--- config.mk ---
export PLATFORM = sky130hd
export DESIGN_NAME = sehg_front
export DESIGN_NICKNAME = d
export VERILOG_FILES = /design/src/sehg_pkg.sv /design/src/sehg_front.sv
export SDC_FILE = /design/constraint.sdc
export NUM_CORES = 1
export LEC_CHECK = 0
export BUFFER_PORTS_ARGS = -buffer_cell sky130_fd_sc_hd__buf_2
export CAP_MARGIN = 10
export CORE_MARGIN = 4
export CORE_UTILIZATION = 50
export CTS_CLUSTER_SIZE = 8
export DETAILED_ROUTE_END_ITERATION = 8
export GPL_ROUTABILITY_DRIVEN = 0
export GPL_TIMING_DRIVEN = 0
export PLACE_DENSITY = 0.71
export SYNTH_ARGS = -nofsm -noshare
export SYNTH_HDL_FRONTEND = slang
export SYNTH_SLANG_ARGS = --single-unit
--- constraint.sdc ---
create_clock -name clk_i -period 7.1 [get_ports clk_i]
set_input_delay 0.355 -clock clk_i [delete_from_list [all_inputs] [get_ports clk_i]]
set_output_delay 0.355 -clock clk_i [all_outputs]
set_load 0.02 [all_outputs]
--- src/sehg_pkg.sv ---
package sehg_pkg;

  localparam int CW    = 32;          // coordinate width
  localparam int DMW   = 32;          // |b - a| per axis
  localparam int SW    = 66;          // squared length, Q34.32
  localparam int LW    = 34;          // length register width
  localparam int EW    = 33;          // |l - l0|
  localparam int KW    = 32;          // stiffness / rest length
  localparam int OW    = 48;          // signed outputs
  localparam int ENW   = 47;          // energy
  localparam int MAGW  = 96;          // magnitude fed to saturation

  localparam int IDX_W = 2;
  localparam logic [IDX_W-1:0] REG_STIFFNESS   = IDX_W'(0);
  localparam logic [IDX_W-1:0] REG_REST_LENGTH = IDX_W'(1);
  localparam logic [KW-1:0]    STIFFNESS_RST   = 32'h0001_0000;
  localparam logic [KW-1:0]    REST_LENGTH_RST = 32'h0000_0000;

  localparam int QUEUE_DEPTH = 2;

  localparam int IN_TDATA_W  = 6 * CW;
  localparam int OUT_TDATA_W = 480;
  localparam int OUT_TUSER_W = 1;

  localparam int HESS_I [6] = '{0, 0, 0, 1, 1, 2};
  localparam int HESS_J [6] = '{0, 1, 2, 1, 2, 2};

  localparam logic [OW-1:0] POS_MAX = {1'b0, {(OW-1){1'b1}}};
  localparam logic [OW-1:0] NEG_MAX = {1'b1, {(OW-1){1'b0}}};

  typedef struct packed {
    logic [2:0][DMW-1:0] dm;
    logic [2:0]          dn;
    logic                degen;
  } sehg_item_t;

  typedef struct packed {
    logic                degenerate;
    logic [5:0][OW-1:0]  hess;
    logic [2:0][OW-1:0]  grad;
    logic [ENW-1:0]      energy;
  } sehg_result_t;

  function automatic logic [OW-1:0] sat_signed(input logic [MAGW-1:0] mag, input logic neg);
    logic [OW-1:0] r;
    if (neg) begin
      if (mag > {{(MAGW-OW){1'b0}}, NEG_MAX}) r = NEG_MAX;
      else r = ~mag[OW-1:0] + OW'(1);
    end else begin
      if (mag > {{(MAGW-OW){1'b0}}, POS_MAX}) r = POS_MAX;
      else r = mag[OW-1:0];
    end
    return r;
  endfunction

endpackage

--- src/sehg_front.sv ---
module sehg_front import sehg_pkg::*; #(
  parameter int Depth = QUEUE_DEPTH
) (
  input  logic                  clk_i,
  input  logic                  rst_ni,
  input  logic                  s_axis_tvalid,
  output logic                  s_axis_tready,
  input  logic [IN_TDATA_W-1:0] s_axis_tdata,
  input  logic                  rest_nz_i,
  input  logic                  pop_i,
  output logic                  avail_o,
  output sehg_item_t            item_o
);

  localparam int PTW  = $clog2(Depth);
  localparam int CNTW = $clog2(Depth + 1);

  sehg_item_t      mem_q [Depth];
  sehg_item_t      item_d;
  logic [PTW-1:0]  wr_q, rd_q;
  logic [CNTW-1:0] cnt_q;
  logic [CW:0]     diff [3];
  logic            push;

  always_comb begin
    item_d = '0;
    for (int i = 0; i < 3; i++) begin
      diff[i] = {s_axis_tdata[(3+i)*CW+CW-1], s_axis_tdata[(3+i)*CW +: CW]}
              - {s_axis_tdata[i*CW+CW-1], s_axis_tdata[i*CW +: CW]};
      item_d.dn[i] = diff[i][CW];
      item_d.dm[i] = diff[i][CW] ? DMW'(~diff[i] + (CW+1)'(1)) : diff[i][DMW-1:0];
    end
    item_d.degen = rest_nz_i && (diff[0] == '0) && (diff[1] == '0) && (diff[2] == '0);
  end

  assign s_axis_tready = cnt_q != CNTW'(Depth);
  assign push          = s_axis_tvalid && s_axis_tready;
  assign avail_o       = cnt_q != '0;
  assign item_o        = mem_q[rd_q];

  always_ff @(posedge clk_i) begin
    if (push) begin
      mem_q[wr_q] <= item_d;
    end
  end

  always_ff @(posedge clk_i or negedge rst_ni) begin
    if (!rst_ni) begin
      wr_q  <= '0;
      rd_q  <= '0;
      cnt_q <= '0;
    end else begin
      if (push) begin
        wr_q <= (wr_q == PTW'(Depth-1)) ? '0 : wr_q + PTW'(1);
      end
      if (pop_i) begin
        rd_q <= (rd_q == PTW'(Depth-1)) ? '0 : rd_q + PTW'(1);
      end
      case ({push, pop_i})
        2'b10:   cnt_q <= cnt_q + CNTW'(1);
        2'b01:   cnt_q <= cnt_q - CNTW'(1);
        default: cnt_q <= cnt_q;
      endcase
    end
  end

endmodule

* Word-level counts from Yosys, hierarchy flattened *
Memory sizes are Yosys's and may differ from the RTL's.
Cells that the tools add are included.

cells by class
  $add $sub $neg = 10
  equal/unequal tests = 3
  mux-type cells = 8
  bitwise operators = 3
  reduce and logical (&&, ||, !) cells = 9

operators with widths
  kind                     number
  $logic_not A33 Y1        3
  $sub A32 B32 Y33         3
  $add A32 B1 Y32 const B  3
  $mux W32                 3
  $not A32 Y32             3
  $logic_and A1 B1 Y1      4
  $mux W1                  4
  $pmux W2 S2              1
  $reduce_bool A2 Y1       2
  $add A1 B1 Y1 const B    2
  $add A2 B1 Y2 const B    1
  $eq A2 B1 Y1 const B     1
  $eq A2 B2 Y1 const B     1
  $ne A2 B2 Y1 const B     1
  $sub A2 B1 Y2 const B    1

storage, ports and cells
  flip-flop bits (word level) = 4
  bits in writable memories = 200
  input port bits = 197
  output and inout port bits = 102
  logic and storage cells = 37
  memories = 1

memories
  name   depth  bits a word  read ports  clocked after memory_dff  wr ports  line              RTL
  mem_q  2      100          1           0                         1         sehg_front.sv:18  sehg_item_t mem_q [Depth];

* Longest topological paths before layout *
  depth after elaboration = 5
  mapped depth = 16
  mapped depth without buffers = 15

* Worst setup path before layout *
No wires, ideal clock.

  kind = register to register
  from = reg cnt_q[0]
  to = mem mem_q[0][0] (netlist name), enable pin
  arrival = 4.967 ns
  slack = 1.573 ns
  stages on the path, launching flop included = 4
  path buffers = 0
  clock period less this slack = 5.527 ns
  cell sequence = dfrtp_1 -> nand2b_1 -> nand2_1 -> nor2_1

between the ends
  cells in the longest elaborated chain, start to end = 4

ends and longest elaborated chain
  item                           line              RTL
  start: declaration             sehg_front.sv:21  logic [CNTW-1:0] cnt_q;
  start signal: assignment       sehg_front.sv:60  2'b10: cnt_q <= cnt_q + CNTW'(1);
  start signal: assignment       sehg_front.sv:61  2'b01: cnt_q <= cnt_q - CNTW'(1);
  start signal: assignment       sehg_front.sv:62  default: cnt_q <= cnt_q;
  $ne A2 B2 Y1                   sehg_front.sv:36  assign s_axis_tready = cnt_q != CNTW'(Depth);
  net s_axis_tready              sehg_front.sv:7   output logic s_axis_tready,
  $logic_and A1 B1 Y1            sehg_front.sv:37  assign push = s_axis_tvalid && s_axis_tready;
  $mux W1                        sehg_front.sv:42  if (push) begin
  $mux W1 (implied by the code)  sehg_front.sv:43  mem_q[wr_q] <= item_d;
  end: declaration               sehg_front.sv:18

The timed path passes the listed nets, and every way through them passes these cells.

==> results.toml <==
[global_routing]
grt_overflow = 0
grt_pass1_wl_um = 65810
grtUsageTotal = 0.2210
grt_pass1_vias = 13560
antenna_found_initial = 0
grt_max_degree = 52

[logic_synthesis]
synth_edf_count = 200
ys_ff_latch = 204
ys.flop_type = "edfxtp_1"
synth_warnings = 0
synth-xor-area-share = 0.08867
synth-simple-area-share = 0.1359
seq_area_frac_synth = 0.3789
synthAdderAreaFrac = 0.08215
synth_cells = 1662
synth_top_family_by_area = "compound AO/OA/AOI/OAI gates"
synth_nets = 1963
synth_mux_area_frac = 0.07640
synth_cell_type_count = 95
async_flop_share = 0.01961
synth-compound-area-share = 0.1902
syn_area_per_cell_um2 = 9.696
syn_area_um2 = 16110

[worst_setup_path]
critical_path.slowest_cell = "nor4_1"
r2r_end = "mem_q[0][7]"
critPathLaunchType = "input port"
setup.worst_path.class = "in -> reg"
crit_chain = "buf_2 > ha_1 > fa_1 > nand2b_1 > a21oi_1 > o21bai_1 > a211oi_1 > nor2_1 > xnor2_1 > or3_1 > clkbuf_1 > nor4_1 > nand4_1 > and4bb_1"
crit_fanout = 6
cp.required_ns = 7.47
endpoint_kind = "flip-flop"
cp_data_arrival_time_ns = 4.76
reg2reg_depth = 5
reg2reg_slack_ns = 4.99
cp_slowest_stage_delay_ns = 0.89
rr_startpoint = "cnt_q[0]"

[clock_network]
tritoncts.num_buffers = 29
clockBufferDepth = 3
clock-sinks = 204
insertion_delay_ns = 0.52
cts-resized-gates = 0
cts_root_buffer = "clkbuf_16"
clk_pin_slew_ns = 0.05
cts_tree = "built"
cts-htree-levels = 1

[floorplan]
rows = 65
ios = 299
die_h_um = 187.5
start_util = 0.5094
coreArea_um2 = 31640
fp.dieW_um = 187.5
die-area_um2 = 35160

[final_layout]
diodes = 0
area_growth_pct = 17.97
final_layout_size_suffix_gt1_frac = 0.2436
nets = 2297
final-instance-count-excl-fill = 2409

[routing]
vias_per_cell = 5.752
dr_wl_met3_um = 2800
highest_layer = "met4"
met1_length_um = 17130
wl_met2_um = 19740
route.detailed.drc = 0
firstDrtPassIters = 6
finalWirelength_um = 40860
drtIter0Drc = 739
vias = 13860
wl_per_cell_um = 16.96
final_antenna_net_count = 0

[timing]
hold_slack_ns = 0.07022
period_needed_ns = 4.392
fin_skew_ns = 0.01430
max_slew_margin = 0.3167
report.final.setup_viol = 0
hold_viol = 0
fin_crit_sh = 0.6186
fmax_mhz = 227.7
fin_ws_ns = 2.708
rsz0062_at_grt = "false"
slew_viol_final = 0
worst-slew-pin-transition_ns = 1.016

[placement]
io_buffers = 298
hpwlAfterDp_um = 32310
dp_slack_ns = 2.149
placedCellCount = 2366

[power]
power.leakage_uw = 0.007893
powerDensity_nw_per_um2 = 302.3
power_uw = 5747
vdd_drop_max_mv = 0.2398

[min_path]
min_path_type = "in -> reg"
hp-start = "pop_i"
hold_end = "rd_q"
min_path_cells = 2

[flow_run]
cap_violations = 0

[outcome]
status = "finished clean"
[how the worst max path moves through the flow]
stage,to,slack [ns],startpoint
after CTS,mem_q[1][0],2.69,s_axis_tdata[0]
after global routing,mem_q[0][0],2.40,s_axis_tdata[96]
after floorplan,mem_q[0][0],1.57,cnt_q[0]
final,mem_q[1][0],2.71,s_axis_tdata[0]
after global placement,mem_q[0][4],-0.66,cnt_q[0]
after detailed placement,mem_q[0][0],2.15,s_axis_tdata[0]
[what timing repair did]
item,4_1_cts,5_1_grt
endpoints found under the hold margin,4,0
setup buffers,0,0
hold buffers,1,0
[metal layers]
metal / track usage / vias to the layer above
li1: - / 6847
met4: 0.06550 / 0
met3: 0.04561 / 79
met2: 0.3904 / 429
met1: 0.2735 / 6502
met5: 0 / -
[cell families after synthesis]
kind of cell	count (synthesis)
xor+xnor	161
buf+inv	200
fa+ha+maj	104
flops	204
simple gates	425
mux	110
compound gates	458
[placed cells by master (no fill, tap or decap), drive strengths merged, types with 29 or more instances in the layout]
master,n
o21ai,82
mux2,104
ha,101
edfxtp,200
nand4,31
clkbuf,92
a21oi,129
inv,135
nand3,29
nor3,30
nor2,106
xnor2,111
buf,317
xor2,50
nand2,106
a21o,43
[critical path, delay by kind of cell]
| kind | cells | cell delay [ns] |
|---|---|---|
| compound gates | 3 | 1.15 |
| xor+xnor | 1 | 0.18 |
| fa+ha+maj | 2 | 0.62 |
| buf+inv | 2 | 0.27 |
| simple gates | 6 | 2.17 |
[sequential cells by signal, summed over array words and instances (netlist names)]
signal / count
cnt_q: 2
mem_q: 200
rd_q: 1
wr_q: 1
[report_power, final]
part,total (µW),switching (µW),leakage (µW),internal (µW)
clock,1200,454,0.000379,743
sequential,1900,74.4,0.00191,1820
combinational,2650,1660,0.00561,998
total,5750,2180,0.00789,3560
[cell type report]
class                           instances  area [µm²]
Sequential cell                       204        6106
Clock buffer                           42       784.5
Timing Repair Buffer                  303        1597
Buffer                                 65       264.0
Inverter                              135       506.7
Fill cell                            2755       12630
Multi-Input combinational cell       1258        9250
Tap cell                              402       503.0
[synth_stat cells, types with 19 or more instances]
cell | n | area, µm²
a31oi_1 | 22 | 137.6
inv_1 | 134 | 503.0
a21oi_1 | 126 | 630.6
xor2_1 | 49 | 429.2
xnor2_1 | 111 | 972.2
nand3_1 | 29 | 145.1
nor3_1 | 30 | 150.1
nand2_1 | 105 | 394.1
a211oi_1 | 27 | 202.7
o21ai_0 | 72 | 360.4
nor2_1 | 106 | 397.9
nand4_1 | 31 | 193.9
o211ai_1 | 25 | 187.7
a21o_1 | 43 | 322.8
clkbuf_1 | 50 | 187.7
mux2_2 | 104 | 1171
edfxtp_1 | 200 | 6006
o21a_1 | 19 | 142.6
ha_1 | 101 | 1264
[through the flow]
stage	cell area (µm²)	TNS, ns	util
3_3_place_gp	18110	-64.58	0.5724
3_5_place_dp	18220	0	0.5758
2_1_floorplan	16110	0	-
5_1_grt	19010	0	0.6009
4_1_cts	19010	0	0.6009
6_report	19010	0	0.6009
Note: power is estimated with default switching activity, not from simulation.
